$ cat src/rtl/assert_macros.svh
// ----------------------------------------------------------------------------
// assertion helpers
// ----------------------------------------------------------------------------
`ifndef ASSERT_MACROS_SVH
`define ASSERT_MACROS_SVH

// same-cycle implication
`define CHK_SAME(lbl, ante, cons, msg) \
  lbl: assert property (@(posedge clk) disable iff (!rst_n) (ante) |-> (cons)) \
    else $error(msg);

// next-cycle implication
`define CHK_NEXT(lbl, ante, cons, msg) \
  lbl: assert property (@(posedge clk) disable iff (!rst_n) (ante) |=> (cons)) \
    else $error(msg);

`endif

$ cat src/rtl/psls_queue.sv
// ----------------------------------------------------------------------------
// psls_queue
// two-entry queue between the front and back parts
// ----------------------------------------------------------------------------
`default_nettype none
module psls_queue #(
  parameter int W = 8
) (
  input  wire          clk,
  input  wire          rst_n,
  input  wire          push,
  input  wire  [W-1:0] din,
  output logic         full,
  input  wire          pop,
  output logic [W-1:0] dout,
  output logic         nonempty
);

  logic [W-1:0] mem_r [2];
  logic         wr_ptr_r, rd_ptr_r;
  logic [1:0]   count_r;

  assign full     = count_r == 2'd2;
  assign nonempty = count_r != 2'd0;
  assign dout     = mem_r[rd_ptr_r];

  always_ff @(posedge clk) begin
    if (!rst_n) begin
      wr_ptr_r <= 1'b0;
      rd_ptr_r <= 1'b0;
      count_r  <= 2'd0;
    end else begin
      if (push) wr_ptr_r <= !wr_ptr_r;
      if (pop)  rd_ptr_r <= !rd_ptr_r;
      count_r <= count_r + {1'b0, push} - {1'b0, pop};
    end
    if (push) mem_r[wr_ptr_r] <= din;
  end

endmodule
`default_nettype wire

$ cat config.mk
export PLATFORM = sky130hd
export DESIGN_NAME = psls_queue
export DESIGN_NICKNAME = d
export VERILOG_FILES = /design/src/rtl/assert_macros.svh /design/src/rtl/psls_queue.sv
export SDC_FILE = /design/constraint.sdc
export NUM_CORES = 1
export LEC_CHECK = 0
export BUFFER_PORTS_ARGS = -buffer_cell sky130_fd_sc_hd__buf_4
export CAP_MARGIN = 40
export CORE_UTILIZATION = 44
export CTS_CLUSTER_SIZE = 24
export DETAILED_ROUTE_END_ITERATION = 10
export PLACE_DENSITY = 0.77
export RECOVER_POWER = 100
export SYNTH_ARGS = -nofsm -noshare
export SYNTH_HDL_FRONTEND = slang
export SYNTH_SLANG_ARGS = --single-unit
$ cat constraint.sdc
create_clock -name clk -period 1.26 [get_ports clk]
set_clock_uncertainty 0.1 [all_clocks]
set_input_delay 0.063 -clock clk [delete_from_list [all_inputs] [get_ports clk]]
set_output_delay 0.063 -clock clk [all_outputs]
set_load 0.02 [all_outputs]
==> results by group, run 1 <==
Setup path
  • Critical path buffers and inverters: 2
  • Crit Path Class: flop to output pin
  • Setup crit end kind: output pin
  • Critical-path top delay cell: dfxtp_2
  • Crit-path cells: buf_6 -> mux2_4 -> buf_6
  • Crit path launch type: flop
  • Critical Path AT: 1.23 ns
  • CP top delay family: flip-flops
  • Worst R2R Setup Slack: -0.01 ns
  • Worst endpoint required time: 1.10 ns
  • Slowest stage delay, CP: 0.36 ns
  • Critical path fanouts, max: 5
  • CP most frequent cell: buf_6

Logic synthesis
  • Syn_nets: 60
  • Synth warnings: 0
  • Share of the synthesized area in the top cell type: 0.5981
  • Cell taking the most area after synthesis: edfxtp_1
  • Synth area leaders: edfxtp_1 60%, dfxtp_1 12%, mux2_1 11%, and2_1 3.1%, ha_1 3.1%
  • Seq/Total Area, Yosys: 0.7227
  • Mapped Cells: 46
  • Syn_area_per_cell: 17.46 um2
  • Area of the mapped netlist: 803.3 um2
  • Yosys reg bits: 21
  • Post-synth cell types: 12

Timing
  • Unrepaired setup endpoints after global routing: yes
  • Min Clock Period, post-route: 1.393 ns
  • Slew Viols, Final: 0
  • Post-route clock period utilization: 1.105
  • Final hold vios: 0
  • Max-slew headroom: 0.8582
  • Slew @ Worst Pin: 0.2127 ns
  • FMAX: 718.0 MHz
  • Final setup fails: 9
  • Hold slack: 0.01127 ns
  • Setup WS post-layout: -0.1327 ns

Clocking
  • Bufs on Longest Clock Path: 2
  • CTS Root Cell: clkbuf_4
  • Clock transition at path regs: 0.11 ns
  • Sink Count: 21
  • Worst skew pair latency: 0.29 ns
  • Htree depth: 1
  • Post-CTS Setup Inserts: 0
  • CTS tree: done
  • Num CTS Buffers: 3

Global route
  • Global-route usage over all layers: 0.1717
  • Total gr overflow: 0
  • Vias in the first global route: 549
  • First-pass GRT wire length: 2297 um
  • Largest net degree at the start of global routing: 13
  • Initial antenna violation count: 0

Power
  • Pleak: 0.5099 nW
  • VDD IR max: 0.9076 mV
  • Total power draw: 1.553 mW
  • Power Density: 1246 nW/um2

Final layout
  • Ant diodes: 0
  • Post-route cell area: 1246 um2
  • Syn-to-layout area delta: 55.14%
  • Layout cells sized above 1: 0.5116
  • Fill cells: 127
  • Final-stage net count: 101

Place
  • Port Buffers: 21
  • Pre-CTS setup slack: -0.05169 ns
  • Placer Congestion: 0.6207
  • Hpwl dp: 914.3 um
  • Placed Area: 1040 um2

Detailed routing
  • Routed wire length: 1489 um
  • Wire length per cell: 13.41 um
  • Vias post-DR: 505
  • Vias per cell: 4.550
  • Detail Route Antenna Nets: 0
  • Pre-antenna DRT Iters: 4
  • Number of remaining DRC errors: 0
  • 1st-iter DRT viols: 4

Die
  • Core region area: 1727 um2
  • Io pins: 22
  • Die ar.: 2000 um2
  • Width of the die: 44.73 um
  • Rows: 15
  • Die Y: 44.73 um
  • Initial core utilization: 0.4652

Run
  • Max Cap Viol: 0

Hold path
  • Worst min path class: input port to flop

Run status
  • Run status: complete, but fails checks
  • Failing checks: negative setup slack
-- final timing paths --
| kind | start | end | cells past startpoint |
|---|---|---|---|
| min reg2reg | rd_ptr_r$_SDFFE_PN0P_ | rd_ptr_r$_SDFFE_PN0P_ | 2 |
| min | push | wr_ptr_r$_SDFFE_PN0P_ | 3 |
| max | flop | dout[2] | 3 |
| max reg2reg | count_r[0]$_SDFF_PN0_ | count_r[1]$_SDFF_PN0_ | 6 |
-- registers in the layout, summed over array words and instances (netlist names), named ones only --
register	cells
wr_ptr_r	1
rd_ptr_r	1
count_r	2
mem_r	16
-- worst register-to-register path, cell delays in order, from the launching register on --
cell	delay, ns
dfxtp_2	0.36
inv_2	0.04
ha_4	0.26
inv_4	0.03
ha_4	0.14
xnor3_1	0.16
nor2b_1	0.12
-- metrics by stage --
step                        util   TNS, ns  instances
after floorplan                -         0         46
after global placement    0.6022         0         98
after detailed placement  0.6022  -0.05169         98
after CTS                 0.7254    -1.074        111
after global routing      0.7217    -1.443        111
final                     0.7217   -0.9597        111
-- where the power goes --
part           switching, mW  internal [mW]  leakage (nW)
registers             0.0255          0.799         0.192
logic                  0.169          0.248         0.300
clock network          0.193          0.118        0.0177
-- per-layer routing --
metal  GRT usage  wire length (um)  vias up
met3     0.05600                57        8
met2      0.2912               826       15
li1            -                 -      247
met4      0.1273                67        0
met1      0.1760               538      235
met5           0                 0        -
-- placed cells by master, fill, tap and decap left out, types with 3 or more instances in the layout --
| master | netlist | routed |
|---|---|---|
| dfxtp_1 | 5 | 3 |
| mux2_4 | 0 | 8 |
| nor2b_1 | 4 | 4 |
| clkbuf_1 | 0 | 3 |
| buf_6 | 0 | 12 |
| clkbuf_2 | 0 | 3 |
| clkbuf_4 | 0 | 10 |
| edfxtp_1 | 16 | 16 |
| buf_4 | 0 | 3 |
| and2_0 | 0 | 3 |
| dlygate4sd3_1 | 0 | 9 |
-- final cells by class --
cell class | count | area [um2] | area share
Clock buffer | 3 | 22.52 | 0.01807
Sequential cell | 21 | 583.1 | 0.4679
Multi-Input combinational cell | 22 | 267.8 | 0.2149
Timing Repair Buffer | 37 | 326.6 | 0.2620
Tap cell | 25 | 31.28 | 0.02510
Clock inverter | 1 | 5.005 | 0.004016
Inverter | 2 | 10.01 | 0.008032
-- logic make-up after synthesis --
kind of cell / count (synthesis) / share of synthesized area
multiplexers: 8 / 0.1122
adder cells (fa/ha/maj): 2 / 0.03115
buffers and inverters: 3 / 0.01557
AO/OA/AOI/OAI: 1 / 0.009349
flip-flops: 21 / 0.7227
AND/OR/NAND/NOR: 9 / 0.07009
XOR/XNOR: 2 / 0.03894
-- repair_timing --
item | CTS | global route
endpoints found under the setup margin | 11 | 11
pin swaps | 2 | 1
hold endpoints to repair | 21 | 0
gates resized for setup | 25 | 4
hold buffers | 9 | 0
-- synthesized netlist by cell type --
cell and n:
edfxtp_1 16, inv_1 2, xor2_1 1, o21a_1 1
xnor3_1 1, dfxtp_1 5, mux2_1 8, ha_1 2
nor2b_1 4, or2_1 1, buf_2 1, and2_1 4
No activity file was read; power rests on OpenSTA's default activity.
==> inputs of run 2 (changes only) <==
- CORE_ASPECT_RATIO: not set -> 0.8
==> results by group, run 2 (synthesis results as in run 1) <==
Final layout
  • Commonest cells after routing, fill and taps aside: 16 x edfxtp_1, 12 x buf_6, 9 x clkbuf_4, 9 x dlygate4sd3_1, 8 x mux2_4 (was 16 x edfxtp_1, 12 x buf_6, 10 x clkbuf_4)
  • Area of the multi-input gates: 265.3 um2 (was 267.8 um2)
  • Post-route cell area: 1222 um2 (was 1246 um2)
  • Storage cell area: 583.1 um2 (unchanged)
  • Ant diodes: 0 (unchanged)
  • Commonest non-fill, non-tap cell in the layout: edfxtp_1 (unchanged)
  • Fill cells: 100 (was 127)
  • Max reg flops: 16 (unchanged)
  • Layout cells sized above 1: 0.4643 (was 0.5116)
  • Final-stage net count: 99 (was 101)
  • Top flop regs: mem_r: 16 flops, count_r: 2 flops (unchanged)
  • Most flop-heavy register: mem_r (unchanged)
  • Syn-to-layout area delta: 52.18% (was 55.14%)

Die
  • Io pins: 22 (unchanged)
  • Die Y: 40.22 um (was 44.73 um)
  • Die ar.: 2002 um2 (was 2000 um2)
  • Rows: 13 (was 15)
  • Core region area: 1675 um2 (was 1727 um2)
  • Initial core utilization: 0.4795 (was 0.4652)
  • Width of the die: 49.77 um (was 44.73 um)

Setup path
  • Crit path launch type: flop (unchanged)
  • Critical path fanouts, max: 4 (was 5)
  • Worst endpoint required time: 1.10 ns (about the same)
  • Slowest stage delay, CP: 0.36 ns (about the same)
  • Crit Path Class: flop to output pin (unchanged)
  • CP most frequent cell: buf_6 (unchanged)
  • Crit-path cells: buf_6 -> mux2_4 -> buf_6 (unchanged)
  • Critical Path AT: 1.22 ns (was 1.23 ns)
  • Critical-path top delay cell: dfxtp_2 (unchanged)
  • Setup crit end kind: output pin (unchanged)

Detailed routing
  • Pre-antenna DRT Iters: 4 (unchanged)
  • Number of remaining DRC errors: 0 (unchanged)
  • Wire length per cell: 12.79 um (was 13.41 um)
  • Vias post-DR: 492 (was 505)
  • Detail Route Antenna Nets: 0 (unchanged)
  • Vias per cell: 4.642 (was 4.550)
  • Routed wire length: 1356 um (was 1489 um)
  • 1st-iter DRT viols: 14 (was 4)

Timing
  • Max-slew headroom: 0.7302 (was 0.8582)
  • Min Clock Period, post-route: 1.378 ns (was 1.393 ns)
  • Post-route clock period utilization: 1.094 (was 1.105)
  • Slew @ Worst Pin: 0.4047 ns (was 0.2127 ns)
  • Fin Setup TNS: -0.9052 ns (was -0.9597 ns)
  • Unrepaired setup endpoints after global routing: yes (unchanged)
  • Setup WS post-layout: -0.1180 ns (was -0.1327 ns)
  • Final hold vios: 0 (unchanged)
  • FMAX: 725.7 MHz (was 718.0 MHz)
  • Slew Viols, Final: 0 (unchanged)
  • Hold slack: 0.01098 ns (was 0.01127 ns)
  • Final setup fails: 9 (unchanged)

Global route
  • Total gr overflow: 0 (unchanged)
  • Initial antenna violation count: 0 (unchanged)
  • Global-route usage over all layers: 0.1603 (was 0.1717)
  • Largest net degree at the start of global routing: 12 (was 13)
  • First-pass GRT wire length: 2021 um (was 2297 um)
  • Vias in the first global route: 443 (was 549)

Clocking
  • Post-CTS Setup Inserts: 0 (unchanged)
  • CTS Root Cell: clkbuf_4 (unchanged)
  • CTS tree: done (unchanged)
  • Bufs on Longest Clock Path: 2 (unchanged)
  • Worst skew pair latency: 0.29 ns (about the same)
  • Clock transition at path regs: 0.10 ns (was 0.11 ns)
  • Num CTS Buffers: 3 (unchanged)
  • Htree depth: 1 (unchanged)
  • Sink Count: 21 (unchanged)

Place
  • Placed Area: 1021 um2 (was 1040 um2)
  • Hpwl dp: 810 um (was 914.3 um)
  • Port Buffers: 21 (unchanged)
  • Placer Congestion: 0.6614 (was 0.6207)
  • Pre-CTS setup slack: -0.07824 ns (was -0.05169 ns)

Hold path
  • Worst min path class: input port to flop (unchanged)

Power
  • Power Density: 1249 nW/um2 (was 1246 nW/um2)
  • VDD IR max: 0.8701 mV (was 0.9076 mV)
  • Pleak: 0.4943 nW (was 0.5099 nW)
  • Total power draw: 1.527 mW (was 1.553 mW)

Run
  • Max Cap Viol: 0 (unchanged)

Run status
  • Run status: complete, but fails checks (unchanged)
  • Failing checks: negative setup slack (unchanged)
[run 2: cell types whose count changed in the layout (fill, tap and decap cells not counted)]
| cell | delta |
|---|---|
| and2_0 | -1 |
| clkbuf_1 | +2 |
| inv_4 | -1 |
| clkbuf_4 | -1 |
| clkinv_2 | -1 |
| inv_2 | +1 |
| buf_2 | +1 |
| and2_4 | -1 |
| and2_1 | +2 |
| clkbuf_2 | -3 |
[run 2: worst paths after layout]
kind	startpoint	end	slack, ns	depth (start not counted)
max	flop	dout[1]	-0.12	3
min	push	wr_ptr_r$_SDFFE_PN0P_	0.01	3
max reg2reg	count_r[0]$_SDFF_PN0_	count_r[1]$_SDFF_PN0_	-0.02	6
min reg2reg	rd_ptr_r$_SDFFE_PN0P_	flop	0.48	2
[run 2: where the power goes]
group	internal [mW]	leakage (nW)	switching, mW
Sequential	0.799	0.192	0.0251
Combinational	0.238	0.287	0.167
Clock	0.123	0.0150	0.175
[run 2: worst max-delay path: cells and delay by family (launching register included)]
kind,cells,cell delay (ns)
muxes,1,0.31
DFF,1,0.36
buffers and inverters,2,0.26
[run 2: layout make-up]
| type | count | area share |
|---|---|---|
| clock buffers | 4 | 0.02149 |
| repair buffers | 35 | 0.2559 |
| inverters | 2 | 0.006141 |
| multi-input cells | 22 | 0.2170 |
| well taps | 22 | 0.02252 |
| flip-flops and latches | 21 | 0.4770 |
[run 2: per-layer routing]
metal | routed length (um) | track usage | vias to the layer above
met4 | 46 | 0.1286 | 0
met2 | 729 | 0.2838 | 13
met1 | 530 | 0.1627 | 233
met5 | 0 | 0 | -
met3 | 49 | 0.05682 | 4
li1 | - | - | 242
[run 2: timing repair]
action	CTS	global route
hold buffers	9	0
pin swaps	2	2
hold endpoints to repair	21	0
gates resized for setup	27	1
endpoints found under the setup margin	11	11
[run 2: stage by stage]
stage,util,cells
6_report,0.7296,106
5_1_grt,0.7296,106
4_1_cts,0.7401,106
3_5_place_dp,0.6094,93
3_3_place_gp,0.6094,93
2_1_floorplan,-,46
