**src/rtl/assert_macros.svh**
```systemverilog
// ----------------------------------------------------------------------------
// assertion helpers
// ----------------------------------------------------------------------------
`ifndef ASSERT_MACROS_SVH
`define ASSERT_MACROS_SVH

// same-cycle implication
`define CHK_SAME(lbl, ante, cons, msg) \
  lbl: assert property (@(posedge clk) disable iff (!rst_n) (ante) |-> (cons)) \
    else $error(msg);

// next-cycle implication
`define CHK_NEXT(lbl, ante, cons, msg) \
  lbl: assert property (@(posedge clk) disable iff (!rst_n) (ante) |=> (cons)) \
    else $error(msg);

`endif

```
**src/rtl/psls_pkg.sv**
```systemverilog
// ----------------------------------------------------------------------------
// psls_pkg
// shared types and constants of the pose setpoint smoother
// ----------------------------------------------------------------------------
`default_nettype none
package psls_pkg;

  localparam int VEC_W   = 52;
  localparam int ANG_W   = 34;
  localparam int TAB_LEN = 24;
  localparam int STEP_W  = 5;

  localparam logic [16:0] GAIN_ONE   = 17'd65536;
  localparam logic [16:0] GAIN_RESET = 17'd6554;
  localparam logic signed [ANG_W-1:0] QUARTER_TURN = 34'sd1073741824;
  localparam logic signed [ANG_W-1:0] INV_GAIN_Q30 = 34'sd652032874;

  typedef struct packed {
    logic                    zero_yaw;
    logic signed [VEC_W-1:0] vec_a;
    logic signed [VEC_W-1:0] vec_b;
    logic signed [ANG_W-1:0] ang;
  } vec_t;

  typedef enum logic [2:0] {
    BK_IDLE,
    BK_VEC,
    BK_FILT,
    BK_ROT,
    BK_DONE
  } bk_state_t;

  function automatic logic signed [ANG_W-1:0] angle_at(input logic [STEP_W-1:0] idx);
    logic signed [ANG_W-1:0] v;
    unique case (idx)
      5'd0:    v = 34'sd536870912;
      5'd1:    v = 34'sd316933406;
      5'd2:    v = 34'sd167458907;
      5'd3:    v = 34'sd85004756;
      5'd4:    v = 34'sd42667331;
      5'd5:    v = 34'sd21354465;
      5'd6:    v = 34'sd10679838;
      5'd7:    v = 34'sd5340245;
      5'd8:    v = 34'sd2670163;
      5'd9:    v = 34'sd1335087;
      5'd10:   v = 34'sd667544;
      5'd11:   v = 34'sd333772;
      5'd12:   v = 34'sd166886;
      5'd13:   v = 34'sd83443;
      5'd14:   v = 34'sd41722;
      5'd15:   v = 34'sd20861;
      5'd16:   v = 34'sd10430;
      5'd17:   v = 34'sd5215;
      5'd18:   v = 34'sd2608;
      5'd19:   v = 34'sd1304;
      5'd20:   v = 34'sd652;
      5'd21:   v = 34'sd326;
      5'd22:   v = 34'sd163;
      5'd23:   v = 34'sd81;
      default: v = '0;
    endcase
    return v;
  endfunction

endpackage
`default_nettype wire

```
**src/rtl/psls_back.sv**
```systemverilog
// ----------------------------------------------------------------------------
// psls_back
// yaw cordic, low-pass filter on four channels, heading cordic, output word
// ----------------------------------------------------------------------------
`default_nettype none
module psls_back import psls_pkg::*; #(
  parameter int PB    = 32,
  parameter int STEPS = 16
) (
  input  wire                  clk,
  input  wire                  rst_n,
  input  wire                  q_nonempty,
  input  wire  [3*PB-1:0]      q_pos,
  input  vec_t                 q_vec,
  output logic                 pop,
  input  wire  [16:0]          gain,
  output logic                 out_valid,
  input  wire                  out_ready,
  output logic signed [PB-1:0] smooth_x,
  output logic signed [PB-1:0] smooth_y,
  output logic signed [PB-1:0] smooth_z,
  output logic signed [16:0]   smooth_yaw,
  output logic signed [15:0]   heading_w,
  output logic signed [15:0]   heading_z
);

  localparam int NSTEP = (STEPS > TAB_LEN) ? TAB_LEN : STEPS;
  localparam logic [STEP_W-1:0] LAST_STEP = STEP_W'(NSTEP - 1);
  localparam int D_W = PB + 1;
  localparam int P_W = D_W + 18;

  bk_state_t state_r, state_nxt;
  logic [STEP_W-1:0] step_r;
  logic [1:0]        ch_r;
  logic              first_r;
  logic              zero_r;
  logic [3*PB-1:0]   pos_r;
  logic signed [VEC_W-1:0] va_r, vb_r;
  logic signed [ANG_W-1:0] ang_r;
  logic signed [PB-1:0] held_x_r, held_y_r, held_z_r;
  logic signed [16:0]   held_yaw_r;
  logic signed [ANG_W-1:0] cx_r, cy_r, t_r;

  logic signed [16:0]   yaw_in;
  logic signed [ANG_W-1:0] ang_rnd;
  logic signed [ANG_W-1:0] tab_v;
  logic signed [D_W-1:0] f_in, f_held, f_diff;
  logic signed [P_W-1:0] f_prod;
  logic signed [P_W-1:0] f_step;
  logic signed [D_W-1:0] f_res;
  logic signed [ANG_W-1:0] cx_rnd, cy_rnd;
  logic signed [15:0]   hw_c, hz_c;
  logic                 done_go;

  function automatic logic signed [PB-1:0] q_sel(input int k);
    return pos_r[k*PB +: PB];
  endfunction

  assign tab_v = angle_at(step_r);

  // yaw from the vectoring angle, rounded to 1/65536 and clamped
  always_comb begin
    ang_rnd = (ang_r + 34'sd32768) >>> 16;
    if (zero_r)                       yaw_in = '0;
    else if (ang_rnd > 34'sd32768)    yaw_in = 17'sd32767 + 17'sd1;
    else if (ang_rnd < -34'sd32768)   yaw_in = -17'sd32768;
    else                              yaw_in = ang_rnd[16:0];
  end

  // shared filter datapath, one channel a cycle
  always_comb begin
    unique case (ch_r)
      2'd0: begin
        f_in   = {pos_r[PB-1], pos_r[PB-1:0]};
        f_held = {held_x_r[PB-1], held_x_r};
      end
      2'd1: begin
        f_in   = {pos_r[2*PB-1], pos_r[2*PB-1:PB]};
        f_held = {held_y_r[PB-1], held_y_r};
      end
      2'd2: begin
        f_in   = {pos_r[3*PB-1], pos_r[3*PB-1:2*PB]};
        f_held = {held_z_r[PB-1], held_z_r};
      end
      default: begin
        f_in   = {{(D_W-17){yaw_in[16]}}, yaw_in};
        f_held = {{(D_W-17){held_yaw_r[16]}}, held_yaw_r};
      end
    endcase
    f_diff = f_in - f_held;
    f_prod = f_diff * $signed({1'b0, gain});
    f_step = (f_prod + P_W'(32768)) >>> 16;
    f_res  = f_held + f_step[D_W-1:0];
  end

  always_comb begin
    cx_rnd = (cx_r + 34'sd32768) >>> 16;
    cy_rnd = (cy_r + 34'sd32768) >>> 16;
    if (cx_rnd > 34'sd16384)        hw_c = 16'sd16384;
    else if (cx_rnd < -34'sd16384)  hw_c = -16'sd16384;
    else                            hw_c = cx_rnd[15:0];
    if (cy_rnd > 34'sd16384)        hz_c = 16'sd16384;
    else if (cy_rnd < -34'sd16384)  hz_c = -16'sd16384;
    else                            hz_c = cy_rnd[15:0];
  end

  // next state
  always_comb begin
    state_nxt = state_r;
    unique case (state_r)
      BK_IDLE: if (q_nonempty) state_nxt = BK_VEC;
      BK_VEC:  if (step_r == LAST_STEP) state_nxt = BK_FILT;
      BK_FILT: if (first_r || ch_r == 2'd3) state_nxt = BK_ROT;
      BK_ROT:  if (step_r == LAST_STEP) state_nxt = BK_DONE;
      BK_DONE: if (!out_valid || out_ready) state_nxt = BK_IDLE;
      default: state_nxt = BK_IDLE;
    endcase
  end

  // control outputs
  always_comb begin
    pop     = (state_r == BK_IDLE) && q_nonempty;
    done_go = (state_r == BK_DONE) && (!out_valid || out_ready);
  end

  always_ff @(posedge clk) begin
    if (!rst_n) begin
      state_r    <= BK_IDLE;
      first_r    <= 1'b1;
      out_valid  <= 1'b0;
      held_x_r   <= '0;
      held_y_r   <= '0;
      held_z_r   <= '0;
      held_yaw_r <= '0;
    end else begin
      state_r <= state_nxt;
      if (done_go)        out_valid <= 1'b1;
      else if (out_ready) out_valid <= 1'b0;
      if (state_r == BK_FILT) begin
        if (first_r) begin
          // first setpoint loads the filter state
          held_x_r   <= q_sel(0);
          held_y_r   <= q_sel(1);
          held_z_r   <= q_sel(2);
          held_yaw_r <= yaw_in;
          first_r    <= 1'b0;
        end else begin
          unique case (ch_r)
            2'd0:    held_x_r   <= f_res[PB-1:0];
            2'd1:    held_y_r   <= f_res[PB-1:0];
            2'd2:    held_z_r   <= f_res[PB-1:0];
            default: held_yaw_r <= f_res[16:0];
          endcase
        end
      end
    end

    unique case (state_r)
      BK_IDLE: begin
        pos_r  <= q_pos;
        zero_r <= q_vec.zero_yaw;
        va_r   <= q_vec.vec_a;
        vb_r   <= q_vec.vec_b;
        ang_r  <= q_vec.ang;
        step_r <= '0;
        ch_r   <= 2'd0;
      end
      BK_VEC: begin
        if (!va_r[VEC_W-1]) begin
          vb_r  <= vb_r + (va_r >>> step_r);
          va_r  <= va_r - (vb_r >>> step_r);
          ang_r <= ang_r + tab_v;
        end else begin
          vb_r  <= vb_r - (va_r >>> step_r);
          va_r  <= va_r + (vb_r >>> step_r);
          ang_r <= ang_r - tab_v;
        end
        step_r <= (step_r == LAST_STEP) ? '0 : step_r + 1'b1;
      end
      BK_FILT: begin
        ch_r <= ch_r + 2'd1;
        cx_r <= INV_GAIN_Q30;
        cy_r <= '0;
        if (first_r) t_r <= {{(ANG_W-32){yaw_in[16]}}, yaw_in, 15'd0};
        else         t_r <= {{(ANG_W-32){f_res[16]}}, f_res[16:0], 15'd0};
      end
      BK_ROT: begin
        if (!t_r[ANG_W-1]) begin
          cx_r <= cx_r - (cy_r >>> step_r);
          cy_r <= cy_r + (cx_r >>> step_r);
          t_r  <= t_r - tab_v;
        end else begin
          cx_r <= cx_r + (cy_r >>> step_r);
          cy_r <= cy_r - (cx_r >>> step_r);
          t_r  <= t_r + tab_v;
        end
        step_r <= (step_r == LAST_STEP) ? '0 : step_r + 1'b1;
      end
      default: begin
        if (done_go) begin
          smooth_x   <= held_x_r;
          smooth_y   <= held_y_r;
          smooth_z   <= held_z_r;
          smooth_yaw <= held_yaw_r;
          heading_w  <= hw_c;
          heading_z  <= hz_c;
        end
      end
    endcase
  end

endmodule
`default_nettype wire

```
**config.mk**
```make
export PLATFORM = sky130hd
export DESIGN_NAME = psls_back
export DESIGN_NICKNAME = d
export VERILOG_FILES = /design/src/rtl/assert_macros.svh /design/src/rtl/psls_pkg.sv /design/src/rtl/psls_back.sv
export SDC_FILE = /design/constraint.sdc
export NUM_CORES = 2
export LEC_CHECK = 0
export ABC_AREA = 1
export BUFFER_PORTS_ARGS = -buffer_cell sky130_fd_sc_hd__clkbuf_2
export CAP_MARGIN = 30
export CELL_PAD_IN_SITES_DETAIL_PLACEMENT = 0
export CELL_PAD_IN_SITES_GLOBAL_PLACEMENT = 1
export CORE_UTILIZATION = 40
export CTS_CLUSTER_DIAMETER = 100
export CTS_CLUSTER_SIZE = 20
export DETAILED_ROUTE_END_ITERATION = 8
export PLACE_DENSITY = 0.81
export SYNTH_ARGS = -nofsm -noshare
export SYNTH_HDL_FRONTEND = slang
export SYNTH_SLANG_ARGS = --single-unit
```
**constraint.sdc**
```tcl
create_clock -name clk -period 11.15 [get_ports clk]
set_input_delay 0.5575 -clock clk [delete_from_list [all_inputs] [get_ports clk]]
set_output_delay 0.5575 -clock clk [all_outputs]
set_load 0.01 [all_outputs]
```
==> metrics.txt <==
via count 81200; RSZ-0062 raised after global routing yes; final period utilization 99.8%; Max Cap Violations 0; Worst setup SP type flop; Layout area overhead 20.6%; max frequency 89.8 MHz; Min-Delay Path Class in2reg; vias in the first global route 77000; Placed Instances 14300; CTS sink count 637; violated checks DRC; Min Clock Period, post-route 11.13 ns; Post-Syn Area per Cell 7.00 sq um; grt total ovfl 0; largest net degree at the start of global routing 170; remaining antenna violation count 0; clock skew 0.0346 ns; compound-cell area share of the yosys netlist 12.9%; Die Y 443 um; Synth Area in Simple Gates 30.0%; synth unique cells 72; die area 0.196 sq mm; Cell Count, Final, Fillers Out 14500; Post-synth EDFFs 489; total routing usage reported by global routing 30.8%; DRC viols 1; PortBufs 402; first-pass GRT wire length 467 mm; Synthesized Nets 12300; Initial Utilization 40.3%; actual slew at the worst max-slew pin 1.18 ns; Max clock buf depth 3; instance count of the mapped netlist 11100; main combinational cell family by area after synthesis simple AND/OR/NAND/NOR gates; initial antenna violation count 12; flops & latches, synth 637; YS warnings 0; CP Class reg2reg; Setup crit end kind flop; CTS root buffer clkbuf_16; final setup TNS 0 ns; placed inst area 0.0863 sq mm; clk_lat worst skew 0.73 ns; Fin. Hold Viols 0; CP max-delay cell fa_1; placer congestion estimate 0.991; Setup-failing EPs final 0; outcome finished with violations; DRT iter0 DRCs 9250; CTS Buf Count 47; FP Rows 161; Finished Core Util 48.6%; core footprint 0.193 sq mm; Async SR Flop Fraction 0%; layout cell share with drive strength beyond 1 18.0%; Post-Syn Area 0.0776 sq mm; Finished Cell Area 0.0937 sq mm; drt total wl 313 mm; mux contribution to synthesized area 0%; nets@finish 13200; most frequent CP cell inv_1; num ports 403; ys flop type edfxtp_1; post-synthesis adder-cell area fraction 20.9%; crit-path max FO 8; post-DR wirelength/cell 21.6 um; # fillers 19200; drt first pass iters 9; via/cell ratio 5.58; post-DP HPWL 251 mm; Horiz. Die Dim 443 um; xor/xnor share of the synthesized area 4.15%; sequential area share after synthesis 22.7%; critical path arrival 11.80 ns; CTS tree done; Clock transition at path regs 0.09 ns; CP required 11.82 ns; Worst slew margin 21.3%; crit-path max cell delay 0.54 ns; CTS HTree Levels 2; max-slew violation count 0
==> kinds of logic (layout without fill, tap and decap cells) <==
| family | count (synthesis) | count (layout) |
|---|---|---|
| and+or+nand+nor | 5461 | 5461 |
| other | 0 | 6 |
| AOI/OAI and AO/OA | 1796 | 1796 |
| xor gates and xnor gates | 367 | 367 |
| buffers and inverters | 1848 | 2765 |
| adders and majority gates | 984 | 984 |
| DFF | 637 | 637 |
==> critical path, delay by kind of cell (launching register included) <==
family                     cells  cell delay (ns)
xor gates and xnor gates       4             0.72
buffers and inverters         15             1.69
DFF                            1             0.38
and+or+nand+nor               24             2.42
AOI/OAI and AO/OA             12             1.84
adders and majority gates     10             3.99
==> metal layers <==
layer	share of wire, %	vias to the layer above	track usage (%)
li1	-	38300	-
met1	45	38900	45.6
met2	43	3611	45.9
met3	8.7	429	5.10
met4	3.0	2	7.92
met5	0.0041	-	0
==> sequential cells by signal, indices dropped and copies added (netlist names), 17 cells and up <==
signal      cells
t_r            34
smooth_z       32
smooth_y       32
held_yaw_r     17
held_y_r       32
smooth_yaw     17
smooth_x       32
held_z_r       32
held_x_r       32
cy_r           34
ang_r          34
tab_v          30
vb_r           52
cx_r           34
pos_r          96
va_r           52
==> stage by stage <==
stage          hold slack, ns  setup WS (ns)
3_3_place_gp            0.418          -1.29
4_1_cts              0.000359        -0.0238
2_1_floorplan           0.408          0.408
5_1_grt                0.0139         -0.479
6_report               0.0223         0.0195
3_5_place_dp            0.414          -1.32
==> cell usage after synthesis, types with 24 or more instances <==
cell type / n / share of area [%]
a21o_1: 48 / 0.46
a21oi_1: 764 / 4.9
a221oi_1: 40 / 0.45
a31oi_1: 69 / 0.56
buf_1: 67 / 0.32
buf_2: 87 / 0.56
clkbuf_1: 242 / 1.2
dfxtp_1: 148 / 3.8
edfxtp_1: 489 / 19
fa_1: 523 / 13
ha_1: 461 / 7.4
inv_1: 1377 / 6.7
inv_2: 24 / 0.12
nand2_1: 2744 / 13
nand2_2: 36 / 0.29
nand3_1: 1302 / 8.4
nand4_1: 105 / 0.85
nor2_1: 991 / 4.8
nor2_2: 25 / 0.20
nor3_1: 86 / 0.55
nor4_1: 31 / 0.25
o21a_1: 47 / 0.45
o21ai_0: 599 / 3.9
o21ai_1: 32 / 0.21
o21bai_1: 34 / 0.33
o22ai_1: 32 / 0.26
or2_2: 83 / 0.67
xnor2_1: 118 / 1.3
xor2_1: 248 / 2.8
==> timing repair <==
item                                   in CTS  in global routing
hold buffers                               62                  0
buffers inserted                           48                 63
endpoints found under the hold margin      62                  0
setup endpoints to repair                 122                112
pin swaps                                 111                262
gates cloned                                1                  1
gates resized for setup                   305                655
==> cell usage in the layout (no fill, tap or decap), types with 20 or more instances in the layout <==
| cell type | n |
|---|---|
| a21oi_4 | 40 |
| nand2_2 | 104 |
| xnor2_1 | 100 |
| nor3_1 | 76 |
| o21ai_1 | 48 |
| edfxtp_1 | 489 |
| nor2_4 | 42 |
| xor2_1 | 225 |
| ha_4 | 64 |
| nand4_1 | 105 |
| nand2_1 | 2636 |
| dfxtp_1 | 147 |
| a21oi_1 | 641 |
| or2_2 | 76 |
| o21a_1 | 47 |
| nor2_2 | 66 |
| a21o_1 | 48 |
| clkbuf_2 | 402 |
| a211oi_1 | 20 |
| fa_1 | 475 |
| o22ai_1 | 32 |
| o21bai_1 | 29 |
| nor4_1 | 27 |
| a31oi_1 | 66 |
| nor2_1 | 919 |
| buf_6 | 62 |
| a21oi_2 | 86 |
| clkbuf_16 | 49 |
| nand3_2 | 29 |
| inv_1 | 1294 |
| fa_2 | 48 |
| o21ai_0 | 540 |
| a221oi_1 | 23 |
| nand3_1 | 1277 |
| buf_4 | 701 |
| ha_1 | 390 |
| dlygate4sd3_1 | 62 |
| o21ai_2 | 41 |
| nand2_4 | 37 |
| inv_2 | 90 |
==> final cells by class <==
type | count | area [sq um] | area share [%]
multi-input combinational | 8608 | 56600 | 60.4
sequential | 637 | 17700 | 18.8
timing repair buffer | 1261 | 9300 | 9.93
inverter | 1417 | 5380 | 5.74
tap | 2526 | 3160 | 3.37
clock buffer | 63 | 1260 | 1.34
clock inverter | 24 | 318 | 0.339
antenna | 6 | 15.0 | 0.0160
==> worst paths after layout <==
kind | startpoint | to | slack, ns | cells past startpoint
worst min-delay path | q_pos[54] | pos_r[54] | 0.02 | 1
worst min register to register | held_y_r[0] | smooth_y[0] | 0.44 | 0
worst max-delay path | ang_r[16] | held_y_r[31] | 0.02 | 65
worst max register to register | ang_r[16] | held_y_r[31] | 0.02 | 65
Power is left out: the tool's default activity adds up to more than one toggle a clock period on the data nets, which glitch-free logic cannot reach.
